[src/sv/lvas_pkg.sv]
`timescale 1ns / 1ps
// Package of the LRU voice allocator: field widths, operation codes,
// register indexes and the packed voice record. No dependencies.
package lvas_pkg;

  localparam int VOICE_COUNT_DEF = 5;
  localparam int NOTE_W          = 7;
  localparam int AGE_W           = 32;
  localparam int OP_W            = 2;
  localparam int VOICE_W         = 3;
  localparam int MASK_W          = 5;
  localparam int PADDR_W         = 3;
  localparam int PDATA_W         = 32;

  localparam logic [PADDR_W-3:0] REG_GATE_RETRIGGER = '0;

  typedef enum logic [OP_W-1:0] {
    OP_NOTE_ON  = 2'd0,
    OP_NOTE_OFF = 2'd1,
    OP_PEDAL    = 2'd2,
    OP_PANIC    = 2'd3
  } op_e;

  typedef struct packed {
    logic [NOTE_W-1:0] note;
    logic [AGE_W-1:0]  age;
    logic              active;
    logic              held;
  } voice_t;

endpackage

[src/sv/lvas_ram.sv]
`timescale 1ns / 1ps
// Generic single-port-write, single-port-read RAM with registered read data.
// Depends on nothing.
module lvas_ram #(
  parameter int WIDTH = 8,
  parameter int DEPTH = 4
) (
  input  logic                     clk_i,
  input  logic                     we_i,
  input  logic [$clog2(DEPTH)-1:0] waddr_i,
  input  logic [WIDTH-1:0]         wdata_i,
  input  logic                     re_i,
  input  logic [$clog2(DEPTH)-1:0] raddr_i,
  output logic [WIDTH-1:0]         rdata_o
);

  logic [WIDTH-1:0] mem_q [DEPTH];

  always_ff @(posedge clk_i) begin
    if (we_i) begin
      mem_q[waddr_i] <= wdata_i;
    end
    if (re_i) begin
      rdata_o <= mem_q[raddr_i];
    end
  end

endmodule

[src/sv/lru_voice_allocator_with_sustain.sv]
`timescale 1ns / 1ps
// LRU voice allocator with sustain pedal. An event is accepted when start is high and busy is
// low; the voice RAM is then scanned serially through its single read port (state S_SCAN),
// then S_DRAIN and S_FINISH follow, and done_o, registered from S_FINISH, marks the result
// beat. busy stays high throughout, so no new event is taken before the last one is done. The
// receiver cannot stall the result. Reset clears the control state, the pedal flag, the
// register and the per-voice valid bits, so a voice that was never written reads as all zero.
module lru_voice_allocator_with_sustain
  import lvas_pkg::*;
#(
  parameter int VOICE_COUNT = VOICE_COUNT_DEF
) (
  input  logic                clk_i,
  input  logic                rst_ni,
  input  logic                start,
  output logic                busy,
  input  logic [OP_W-1:0]     operation_i,
  input  logic [NOTE_W-1:0]   note_i,
  input  logic [AGE_W-1:0]    timestamp_i,
  input  logic                pedal_down_i,
  output logic                done_o,
  output logic                voice_started_o,
  output logic [VOICE_W-1:0]  voice_o,
  output logic                envelope_reset_o,
  output logic [MASK_W-1:0]   released_mask_o,
  output logic                clear_all_envelopes_o,
  output logic [MASK_W-1:0]   active_mask_o,
  input  logic                psel,
  input  logic                penable,
  input  logic                pwrite,
  input  logic [PADDR_W-1:0]  paddr,
  input  logic [PDATA_W-1:0]  pwdata,
  output logic [PDATA_W-1:0]  prdata,
  output logic                pready
);

  localparam int IDX_W = $clog2(VOICE_COUNT);
  localparam int IW    = (IDX_W > VOICE_W) ? IDX_W : VOICE_W;
  localparam int MW    = (VOICE_COUNT > MASK_W) ? VOICE_COUNT : MASK_W;
  localparam int ENT_W = $bits(voice_t);

  typedef enum logic [1:0] {
    S_IDLE,
    S_SCAN,
    S_DRAIN,
    S_FINISH
  } state_e;

  state_e                  state_q;
  logic [IDX_W-1:0]        rd_idx_q;
  logic                    pv_q;
  logic [IDX_W-1:0]        pidx_q;
  op_e                     op_q;
  logic [NOTE_W-1:0]       note_q;
  logic [AGE_W-1:0]        ts_q;
  logic                    pdl_q;
  logic                    pedal_held_q;
  logic                    gate_q;
  logic [VOICE_COUNT-1:0]  valid_q;
  logic [MW-1:0]           before_q;
  logic [MW-1:0]           after_q;
  logic                    found_q;
  logic [IDX_W-1:0]        match_q;
  logic                    have_idle_q;
  logic [IDX_W-1:0]        idle_q;
  logic [AGE_W-1:0]        idle_age_q;
  logic                    have_busy_q;
  logic [IDX_W-1:0]        busy_q;
  logic [AGE_W-1:0]        busy_age_q;
  logic                    started_q;
  logic [VOICE_W-1:0]      voice_q;
  logic                    envr_q;
  logic [MASK_W-1:0]       rel_q;
  logic                    clr_q;
  logic [MASK_W-1:0]       act_q;

  logic                    accept;
  logic [ENT_W-1:0]        ram_rdata;
  voice_t                  cur;
  voice_t                  nxt;
  logic                    proc_wr;
  logic                    ram_we;
  logic [IDX_W-1:0]        ram_waddr;
  voice_t                  ram_wdata;
  logic [IDX_W-1:0]        sel;
  logic [IW-1:0]           sel_x;
  logic                    is_on;
  logic [MW-1:0]           am_d;
  logic [MW-1:0]           rm_d;
  logic                    note_hit;

  assign accept = start && !busy;
  assign busy   = (state_q != S_IDLE);
  assign pready = 1'b1;
  assign prdata = (paddr[PADDR_W-1:2] == REG_GATE_RETRIGGER) ? PDATA_W'(gate_q) : '0;

  lvas_ram #(
    .WIDTH (ENT_W),
    .DEPTH (VOICE_COUNT)
  ) u_ram (
    .clk_i   (clk_i),
    .we_i    (ram_we),
    .waddr_i (ram_waddr),
    .wdata_i (ram_wdata),
    .re_i    (state_q == S_SCAN),
    .raddr_i (rd_idx_q),
    .rdata_o (ram_rdata)
  );

  always_comb begin
    cur      = valid_q[pidx_q] ? voice_t'(ram_rdata) : '0;
    nxt      = cur;
    proc_wr  = 1'b0;
    note_hit = (cur.note == note_q);
    case (op_q)
      OP_NOTE_OFF: begin
        if (note_hit) begin
          proc_wr = 1'b1;
          if (pedal_held_q) begin
            nxt.held = 1'b1;
          end else begin
            nxt.age    = ts_q;
            nxt.active = 1'b0;
          end
        end
      end
      OP_PEDAL: begin
        if (!pdl_q && cur.held) begin
          proc_wr    = 1'b1;
          nxt.age    = ts_q;
          nxt.held   = 1'b0;
          nxt.active = 1'b0;
        end
      end
      OP_PANIC: begin
        proc_wr    = 1'b1;
        nxt.age    = '0;
        nxt.active = 1'b0;
      end
      default: begin
        proc_wr = 1'b0;
      end
    endcase
  end

  always_comb begin
    is_on = (op_q == OP_NOTE_ON);
    if (found_q) begin
      sel = match_q;
    end else if (have_idle_q) begin
      sel = idle_q;
    end else begin
      sel = busy_q;
    end
    sel_x = IW'(sel);
    am_d  = is_on ? (before_q | (MW'(1) << sel)) : after_q;
    rm_d  = before_q & ~am_d;
    if (state_q == S_FINISH) begin
      ram_we         = is_on;
      ram_waddr      = sel;
      ram_wdata      = '0;
      ram_wdata.note = note_q;
      ram_wdata.age  = ts_q;
      ram_wdata.active = 1'b1;
    end else begin
      ram_we    = pv_q && proc_wr;
      ram_waddr = pidx_q;
      ram_wdata = nxt;
    end
  end

  always_ff @(posedge clk_i or negedge rst_ni) begin
    if (!rst_ni) begin
      state_q      <= S_IDLE;
      rd_idx_q     <= '0;
      pv_q         <= 1'b0;
      pidx_q       <= '0;
      op_q         <= OP_NOTE_ON;
      note_q       <= '0;
      ts_q         <= '0;
      pdl_q        <= 1'b0;
      pedal_held_q <= 1'b0;
      gate_q       <= 1'b0;
      valid_q      <= '0;
      before_q     <= '0;
      after_q      <= '0;
      found_q      <= 1'b0;
      match_q      <= '0;
      have_idle_q  <= 1'b0;
      idle_q       <= '0;
      idle_age_q   <= '0;
      have_busy_q  <= 1'b0;
      busy_q       <= '0;
      busy_age_q   <= '0;
      done_o       <= 1'b0;
      started_q    <= 1'b0;
      voice_q      <= '0;
      envr_q       <= 1'b0;
      rel_q        <= '0;
      clr_q        <= 1'b0;
      act_q        <= '0;
    end else begin
      done_o <= (state_q == S_FINISH);
      if (psel && penable && pwrite && pready
          && paddr[PADDR_W-1:2] == REG_GATE_RETRIGGER) begin
        gate_q <= pwdata[0];
      end
      if (ram_we) begin
        valid_q[ram_waddr] <= 1'b1;
      end
      pv_q   <= (state_q == S_SCAN);
      pidx_q <= rd_idx_q;
      if (pv_q) begin
        before_q[pidx_q] <= cur.active;
        after_q[pidx_q]  <= nxt.active;
        if (note_hit && !found_q) begin
          found_q <= 1'b1;
          match_q <= pidx_q;
        end
        if (cur.active) begin
          if (!have_busy_q || cur.age < busy_age_q) begin
            have_busy_q <= 1'b1;
            busy_q      <= pidx_q;
            busy_age_q  <= cur.age;
          end
        end else begin
          if (!have_idle_q || cur.age < idle_age_q) begin
            have_idle_q <= 1'b1;
            idle_q      <= pidx_q;
            idle_age_q  <= cur.age;
          end
        end
      end
      unique case (state_q)
        S_IDLE: begin
          if (accept) begin
            state_q     <= S_SCAN;
            rd_idx_q    <= '0;
            op_q        <= op_e'(operation_i);
            note_q      <= note_i;
            ts_q        <= timestamp_i;
            pdl_q       <= pedal_down_i;
            before_q    <= '0;
            after_q     <= '0;
            found_q     <= 1'b0;
            have_idle_q <= 1'b0;
            have_busy_q <= 1'b0;
            if (op_e'(operation_i) == OP_PEDAL) begin
              pedal_held_q <= pedal_down_i;
            end
          end
        end
        S_SCAN: begin
          rd_idx_q <= rd_idx_q + IDX_W'(1);
          if (rd_idx_q == IDX_W'(VOICE_COUNT - 1)) begin
            state_q <= S_DRAIN;
          end
        end
        S_DRAIN: begin
          state_q <= S_FINISH;
        end
        S_FINISH: begin
          state_q   <= S_IDLE;
          started_q <= is_on;
          voice_q   <= is_on ? sel_x[VOICE_W-1:0] : '0;
          envr_q    <= is_on && gate_q;
          rel_q     <= rm_d[MASK_W-1:0];
          clr_q     <= (op_q == OP_PANIC);
          act_q     <= am_d[MASK_W-1:0];
        end
        default: begin
          state_q <= S_IDLE;
        end
      endcase
    end
  end

  assign voice_started_o       = started_q;
  assign voice_o               = voice_q;
  assign envelope_reset_o      = envr_q;
  assign released_mask_o       = rel_q;
  assign clear_all_envelopes_o = clr_q;
  assign active_mask_o         = act_q;

`ifndef SYNTHESIS
  a_no_proc_when_idle: assert property (@(posedge clk_i) disable iff (!rst_ni)
    !busy |-> !pv_q)
    else $error("voice data in flight while the allocator is idle");

  a_done_after_finish: assert property (@(posedge clk_i) disable iff (!rst_ni)
    done_o |-> $past(state_q == S_FINISH))
    else $error("result beat without a finished scan");

  a_masks_disjoint: assert property (@(posedge clk_i) disable iff (!rst_ni)
    done_o |-> (released_mask_o & active_mask_o) == '0)
    else $error("a voice is both released and active");

  a_no_rw_same_entry: assert property (@(posedge clk_i) disable iff (!rst_ni)
    (ram_we && state_q == S_SCAN) |-> ram_waddr != rd_idx_q)
    else $error("voice RAM read and written at the same entry");
`endif

endmodule
[config.mk]
export PLATFORM = sky130hd
export DESIGN_NAME = lru_voice_allocator_with_sustain
export DESIGN_NICKNAME = d
export VERILOG_FILES = /design/src/sv/lvas_pkg.sv /design/src/sv/lvas_ram.sv /design/src/sv/lru_voice_allocator_with_sustain.sv
export SDC_FILE = /design/constraint.sdc
export NUM_CORES = 1
export LEC_CHECK = 0
export BUFFER_PORTS_ARGS = -buffer_cell sky130_fd_sc_hd__clkbuf_2
export CAP_MARGIN = 20
export CORE_ASPECT_RATIO = 1.5
export CORE_MARGIN = 3
export CORE_UTILIZATION = 55
export DETAILED_ROUTE_END_ITERATION = 8
export PLACE_DENSITY_LB_ADDON = 0.05
export SYNTH_ARGS = -nofsm -noshare
export SYNTH_HDL_FRONTEND = slang
export SYNTH_SLANG_ARGS = --single-unit
[constraint.sdc]
create_clock -name clk_i -period 13.4 [get_ports clk_i]
set_input_delay 3.35 -clock clk_i [delete_from_list [all_inputs] [get_ports clk_i]]
set_output_delay 3.35 -clock clk_i [all_outputs]
set_load 0.05 [all_outputs]
; Word level (Yosys, flattened, before mapping)
; Memory sizes are Yosys's and may differ from the RTL's. A register that Yosys moved wholly into a read port is not among the register bits.
; Cells that the tools add are included.
[word_totals]
mem_count = 1
ramBits = 205
latchBits = 0
register_bits = 161
wordCells = 135
inputBits = 83
mem_bits_ro = 0
output_inout_bits = 51
[memory_table]
columns = memory, depth, word_bits, rd, rd_clocked_by_memory_dff, write_ports, line
row1 = u_ram.mem_q, 5, 41, 1, 1, 1, lvas_ram.sv:17  ; logic [WIDTH-1:0] mem_q [DEPTH];
[op_classes]
shifts = 1
muxes = 53
n_bitwise = 6
n_lt_le_gt_ge = 6
div_mod_pow = 0
n_reduce_logical = 28
n_mul = 0
addsub = 1
eq_ne = 11
[ops]
columns = operator, n
row1 = one-hot mux 33 bit (3 select lines), 1
row2 = 2-to-1 mux 41 bit, 2
row3 = 2-to-1 mux 34 bit, 2
row4 = less-than comparator 32 bit, 2
row5 = 2-to-1 mux 5 bit, 7
row6 = 2-to-1 mux 33 bit, 1
row7 = 2-to-1 mux 1 bit, 24
row8 = 2-to-1 mux 3 bit, 5
row9 = bitwise mux 5 bit, 2
row10 = "equality test 2 bit, second input constant", 5
row11 = logical AND 1 bit, 10
row12 = bitwise OR 5 bit, 2
row13 = AND reduction 3 bit, 3
row14 = "less-than comparator 3 x 4 -> 1 bit, second input constant", 2
row15 = one-hot mux 2 bit (4 select lines), 1
row16 = AND reduction 2 bit, 4
row17 = equality test 7 bit, 1
row18 = demux 1 bit (select 3 bit), 2
row19 = ">= comparator 3 x 1 -> 1 bit, second input constant", 2
row20 = one-hot mux 3 bit (2 select lines), 1
row21 = AND 5 bit, 1
row22 = logical NOT 1 bit, 5
row23 = inverter 5 bit, 1
row24 = "left shift 1 x 3 -> 5 bit, first input constant", 1
row25 = other kinds (12), 19

; Longest topological paths before layout
; Gate-level depths: netlist of the first run.
[depth]
ltp_word = 10
mapped_depth = 18
mapped_depth_nobuf = 13

; Hierarchy
; From an unflattened synthesis of the first run, not the netlist that was laid out.
[hier_totals]
cells_unflattened = 1664
hier_area_um2 = 19940.4
[by_module_without_submodules]
columns = mod, seq_area_each_um2, cells_each, area_each_um2, n_inst
row1 = lru_voice_allocator_with_sustain, 4028.9, 1177, 10266.1, 1
row2 = lvas_ram, 7387.1, 487, 9674.3, 1

; Worst setup path after synthesis of the first run
; Ideal clock, no wire load.
[synth_timing]
path_type = input to output
start = in paddr[2]
end = out prdata[0]
slack_ns = 6.011
stages = 1
arrival_time_ns = 4.039
path_buffers = 0
required_time_ns = 10.050
path_cell_list = nor2b_1
[synth_between]
elab_chain_len = 1
[synth_rtl]
columns = element, line
row1 = start: declaration, lru_voice_allocator_with_sustain.sv:31  ; input logic [PADDR_W-1:0] paddr,
row2 = 2-to-1 mux 1 bit, lru_voice_allocator_with_sustain.sv:95  ; assign prdata = (paddr[PADDR_W-1:2] == REG_GATE_RETRIGGER) ? PDATA_W'(gate_q) : '0;
row3 = end: declaration, lru_voice_allocator_with_sustain.sv:33  ; output logic [PDATA_W-1:0] prdata,
; Every way passes these cells.

; Worst setup path in the final report of the first run
; Ends and elaborated chain as after synthesis.

==> run metrics, run 1 <==
CTS tree built; max_cap viols 0; most numerous cell on the critical path clkbuf_2; Antenna diodes 0; final worst-path cycle share 53.55%; worst reg2reg startpoint pidx_q[0]; FF-to-FF setup slack 8.57 ns; register area between 0.01 and 0.015 mm2; Power Density 247.7 mW/mm2; Routed WL around 40000 um; Clock transition at path regs ~0.060 ns; via count 10848; vias in the first global route ~11000; Setup-failing EPs final 0; worst skew pair latency between 0.5 and 0.6 ns; Port Buffer Count 68; flop and latch count out of synthesis 407; Worst Hold Class register to register; nets@finish approximately 1600; RR Endpoint idle_age_q[25]; total grt overflow 0; Fillers 2569; Final min period 7.176 ns; Worst EP required 10.05 ns; slowest cell delay on critical path roughly 0.28 ns; Avg Cell Area, Syn 13.56 um2; P&R area growth vs syn 10.56%; post-synth top area share 39.95%; LEAKAGE around 8.5 nW; ratio of cells with drive above 1 in the final layout roughly a fifth; post-DR wirelength/cell roughly 21 um; first drt pass iteration count 5; initial core utilization 56.31%; GP Congestion 0.7891; clock skew 0.03597 ns; Post-Syn Area 0.01849 mm2; Synth warnings 0; CP max FO 2; final hold slack approximately 0.47 ns; CP startpoint paddr[2]; hold buffers post-CTS 0; Final Hold Violating Endpoints 0; Yosys cell types 81; Cells after Synth 1364; first-pass GRT wire length 63030 um; GRT Util Overall 22.60%; root buffer cell clkbuf_16; ys flop type edfxtp_1; Core Footprint 0.03284 mm2; top cells by area, synth edfxtp_1, dfrtp_1, mux4_2; Slew @ Worst Pin 1.084 ns; antenna violations before repair 0; worst path bufs/invs 2; Post-CTS Resized 0; count leader, synth edfxtp_1; Startpoint Class input port; HPWL after DPL 24170 um; top cells by count, synth edfxtp_1, nand2_1, dfrtp_1; area leader, netlist edfxtp_1; post-route ant nets 0; Critical Path, Cell by Cell clkbuf_2, nor2b_1, clkbuf_2; drt initial violations 654; RSZ-0062 raised after global routing false; # rows 81; VDD IR max 265.3 uV; R2R depth 15; die area 0.03590 mm2; Worst setup EP type output pin; pin count of the biggest net entering global routing 96; Crit Path Class input port to output pin; H-tree depth 2; CP arrival approximately 3.8 ns; CP max-delay cell clkbuf_2; clock sink total 407; setup TNS 0 ns; I/O Pins 134; Setup Fix Bufs, Post-CTS 0; multi-input logic area 0.006327 mm2; Chip Width approximately 160 um; number of synthesized flops with an enable pin 246; via-per-instance ratio around 5.8; WP depth 3; Seq/Total Area, Yosys 61.74%; # DRC 0; Critical Path Sink prdata[0]; Die Y 230.6 um; fmax 0.1393 GHz; number of CTS-inserted buffers 39; delay-heaviest family, CP buffers and inverters; Post-synth ARST share 39.56%; Slew Viols, Final 0; Slew headroom 27.73%; status completed; buffer levels on the longest clock path 3
[worst min path at each step]
stage                     start        end  slack, ns  depth (start not counted)
floorplan           rd_idx_q[2]  pidx_q[2]       0.35                          0
detailed placement      ts_q[8]    ts_q[8]       0.46                          2
finish                  ts_q[9]    ts_q[9]       0.47                          2
global placement        ts_q[8]    ts_q[8]       0.46                          2
global route           ts_q[14]   ts_q[14]       0.50                          2
CTS                     ts_q[9]    ts_q[9]       0.47                          2
[sequential cells by signal (all words and copies together) (netlist names), 3 cells and up]
register and flops:
released_mask_o 5, match_q 3, note_q 7, idle_q 3
voice_o 3, busy_age_q 32, valid_q 5, active_mask_o 5
pidx_q 3, busy_q 3, before_q 5, u_ram.mem_q 205
idle_age_q 32, u_ram.rdata_o 41, rd_idx_q 3, after_q 5
ts_q 32
[through the flow]
step | cells | utilization (%) | power, mW | area, um2 | worst slack (ns)
3_3_place_gp | 1806 | 58.31 | 3.932 | 19150 | 6.225
4_1_cts | 1875 | 62.25 | 5.112 | 20440 | 6.219
2_1_floorplan | 1394 | - | 3.441 | 18600 | 6.011
5_1_grt | 1875 | 62.25 | 5.389 | 20440 | 6.159
6_report | 1875 | 62.25 | 5.062 | 20440 | 6.224
3_5_place_dp | 1806 | 58.31 | 3.973 | 19150 | 6.218
[area by class of cell]
| cell class | instances | area share [%] |
|---|---|---|
| clock inverters | 21 | 1.102 |
| inverters | 106 | 1.946 |
| flip-flops and latches | 407 | 55.86 |
| repair buffers | 86 | 2.356 |
| well taps | 415 | 2.540 |
| multi-input cells | 792 | 30.95 |
| clock buffers | 48 | 5.239 |
[power breakdown]
| group | switching (mW) | internal, mW |
|---|---|---|
| registers | 0.196 | 1.75 |
| clock network | 0.473 | 0.648 |
| logic | 1.22 | 0.784 |
| total | 1.88 | 3.18 |
[layer usage]
layer	part of all wire (%)	vias to the layer above	track usage [%]	wire length [um]
met4	2.7	0	6.981	1074
met1	42	5473	30.65	16610
li1	-	5027	-	-
met5	0	-	0	0
met3	4.8	71	3.038	1890
met2	51	277	38.22	20120
[cells by family (layout without fill, tap and decap cells)]
group | count (synthesis) | in the layout | synth area share (%)
flops | 407 | 407 | 61.74
xor+xnor | 3 | 3 | 0.1421
mux | 170 | 170 | 13.16
buf+inv | 195 | 261 | 4.967
other cells | 2 | 32 | 0.04062
compound gates | 195 | 195 | 7.105
fa+ha+maj | 72 | 72 | 4.852
simple gates | 320 | 320 | 7.992
[cell usage in the layout (no fill, tap or decap), types with 4 or more instances in the layout]
master,Yosys,final
a211oi_1,8,8
a21o_1,6,6
a21oi_1,38,38
a22o_1,14,14
a31oi_1,6,6
and2_1,17,16
buf_4,36,18
bufinv_16,0,4
clkbuf_1,36,4
clkbuf_16,0,40
clkbuf_2,1,67
clkbuf_8,0,4
clkinv_1,0,5
clkinvlp_4,0,6
conb_1,2,32
dfrtp_1,161,158
edfxtp_1,246,246
ha_1,70,68
inv_1,106,106
mux2_2,62,62
mux2_4,25,25
mux2i_1,40,40
mux4_2,41,41
nand2_1,179,178
nand2b_1,11,11
nand3_1,23,23
nand4_1,10,10
nor2_1,38,35
nor2_4,1,4
nor3_1,11,10
nor4_1,6,6
o21ai_0,58,58
o22ai_1,17,17
o31ai_1,6,6
[worst min-delay path, cell delays in order, from the launching register on]
cell and delay [ns]:
dfrtp_1 0.33, nand2_1 0.05, nand2_1 0.05
Power figures use the tool's default switching activity.
==> run 2, diff against run 1 <==
Clock period 13.4 ns to 6.94 ns, I/O delays scaled along.
==> run metrics, run 2 (synthesis results as in run 1) <==
first-pass GRT wire length 64270 um (was 63030 um); final worst-path cycle share 75.78%; Crit Path Class register to register (was input port to output pin); post-route ant nets 0 (unchanged); number of CTS-inserted buffers 39 (unchanged); met2 Use GR 39.46% (was 38.22%); max_cap viols 0 (unchanged); # rows 81 (unchanged); via-per-instance ratio 5.787 (was 5.786); commonest non-fill, non-tap cell in the layout edfxtp_1 (unchanged); RSZ-0062 raised after global routing false (unchanged); Worst Hold Class register to register (unchanged); clock skew 0.02808 ns (was 0.03597 ns); hold endpoint ts_q[8] (was ts_q[9]); fmax 0.1901 GHz; multi-input logic area 0.006327 mm2 (unchanged); global-route met3 utilization 3.001% (was 3.038%); Setup WS pre-CTS 1.687 ns (was 6.218 ns); Setup Fix Bufs, Post-CTS 0 (unchanged); Worst EP required 7.34 ns (was 10.05 ns); switching pwr 3.634 mW (was 1.885 mW); Die Y 230.6 um (unchanged); setup TNS 0 ns (unchanged); Slew Viols, Final 0 (unchanged); Top reg by flops u_ram.mem_q (unchanged); H-tree depth 2 (unchanged); pin count of the biggest net entering global routing 66 (was 96); Hold Path Cell Cnt 2 (unchanged); first drt pass iteration count 5 (unchanged); clock sink total 407 (unchanged); Chip Width 155.7 um (unchanged); nets@finish 1587 (was 1585); total grt overflow 0 (unchanged); combinational cell fraction of total power 40.1% (was 39.5%); HPWL after DPL 24750 um (was 24170 um); GP Congestion 0.8017 (was 0.7891); R2R depth 13 (was 15); CP arrival 5.66 ns (was 3.83 ns); Startpoint Class register (was input port); VDD IR max 375.8 uV (was 265.3 uV); Clock transition at path regs 0.07 ns (was 0.06 ns); register area 0.01142 mm2 (unchanged); ratio of cells with drive above 1 in the final layout 21.04% (was 21.10%); worst reg2reg startpoint pidx_q[2] (was pidx_q[0]); drt initial violations 616 (was 654); buffer levels on the longest clock path 3 (unchanged); I/O Pins 134 (unchanged); FF-to-FF setup slack 1.68 ns (was 8.57 ns); final core occ 62.15% (was 62.25%); vias in the first global route 11484 (was 11354); status completed (unchanged); Routed WL 40190 um (was 39690 um); Slew headroom 26.80% (was 27.73%); Worst setup EP type register (was output pin); Port Buffer Count 68 (unchanged); post-DR wirelength/cell 21.39 um (was 21.17 um); CTS tree built (unchanged); CP max FO 31 (was 2); Hold Crit Start ts_q[8] (was ts_q[9]); Core Footprint 0.03284 mm2 (unchanged); Antenna diodes 0 (unchanged); most frequent cells in the layout edfxtp_1, nand2_1, dfrtp_1 (unchanged); Setup-failing EPs final 0 (unchanged); Slew @ Worst Pin 1.098 ns (was 1.084 ns); RR Endpoint busy_age_q[0] (was idle_age_q[25]); # DRC 0 (unchanged); met1 GRT Util 31.29% (was 30.65%); antenna violations before repair 0 (unchanged); GRT Util Overall 23.00% (was 22.60%); P&R area growth vs syn 10.37% (was 10.56%); sequential share of power 38.5% (was 38.4%); Fillers 2631 (was 2569); Post-CTS Resized 0 (unchanged); post-route setup slack 1.681 ns (was 6.224 ns); initial core utilization 56.31% (unchanged); Largest regs u_ram.mem_q: 205 flops, u_ram.rdata_o: 41 flops (unchanged); clock group share of total power 21.5% (was 22.1%); die area 0.03590 mm2 (unchanged); worst skew pair latency 0.54 ns (was 0.55 ns); Final min period 5.259 ns; hold buffers post-CTS 0 (unchanged); root buffer cell clkbuf_16 (unchanged); LEAKAGE 8.468 nW (was 8.472 nW); most used routing layer met2 (unchanged); sw frac 37.39% (was 37.23%); via count 10873 (was 10848); max reg flops 205 (unchanged); Power Density 476.3 mW/mm2 (was 247.7 mW/mm2); Final Hold Violating Endpoints 0 (unchanged); Int Pwr 6.086 mW (was 3.178 mW)
## run 2: cell types whose count changed in the layout (fill, tap and decap cells not counted), sizes merged
cell      delta
buf          +2
bufinv       -2
clkbuf       +7
clkinv       +1
clkinvlp     -2
inv          -2
## run 2: worst max-delay path, cell delays in order (launching register included)
cell	delay [ns]
dfrtp_1	0.58
mux2i_4	0.35
o22a_2	0.30
nand2_2	0.52
and2_1	0.46
ha_1	0.35
nand4_1	0.15
nor3_1	0.39
a22oi_1	0.20
nand4_2	0.18
o2bb2ai_1	0.18
a21oi_4	0.73
buf_4	0.40
mux2_4	0.32
## run 2: metrics by stage
step	cells	cell area, um2	hold WS, ns	power [mW]
5_1_grt	1879	20410	0.5009	10.35
3_5_place_dp	1808	19160	0.4609	7.700
6_report	1879	20410	0.4714	9.720
4_1_cts	1879	20410	0.4762	9.818
2_1_floorplan	1394	18600	0.3519	6.645
3_3_place_gp	1808	19160	0.4582	7.613
## run 2: power by group through the flow
stage / Clock [mW] / Sequential, mW / Combinational (mW)
6_report: 2.09 / 3.74 / 3.89
3_5_place_dp: 0 / 3.78 / 3.92
3_3_place_gp: 0 / 3.77 / 3.85
2_1_floorplan: 0 / 3.73 / 2.91
4_1_cts: 2.13 / 3.74 / 3.95
5_1_grt: 2.22 / 3.80 / 4.33
## run 2: cell type report
class	count	area share [%]
flip-flops and latches	407	55.96
multi-input cells	792	31.00
clock buffers	55	5.432
well taps	415	2.544
repair buffers	88	2.434
inverters	106	1.950
clock inverters	16	0.6805
## run 2: metal layers
layer / up-vias / part of all wire (%)
met3: 53 / 4.4
met1: 5534 / 43
met5: - / 0
met4: 0 / 2.0
met2: 269 / 51
li1: 5017 / -
## run 2: worst max-delay path by stage
stage | to | from | depth (start not counted) | slack, ns
floorplan | u_ram.mem_q[4][0] | pidx_q[2] | 8 | 1.73
global route | busy_age_q[0] | pidx_q[2] | 13 | 1.45
global placement | busy_age_q[0] | pidx_q[2] | 13 | 1.70
CTS | busy_age_q[0] | pidx_q[2] | 13 | 1.63
detailed placement | busy_age_q[0] | pidx_q[2] | 13 | 1.69
finish | busy_age_q[0] | pidx_q[2] | 13 | 1.68
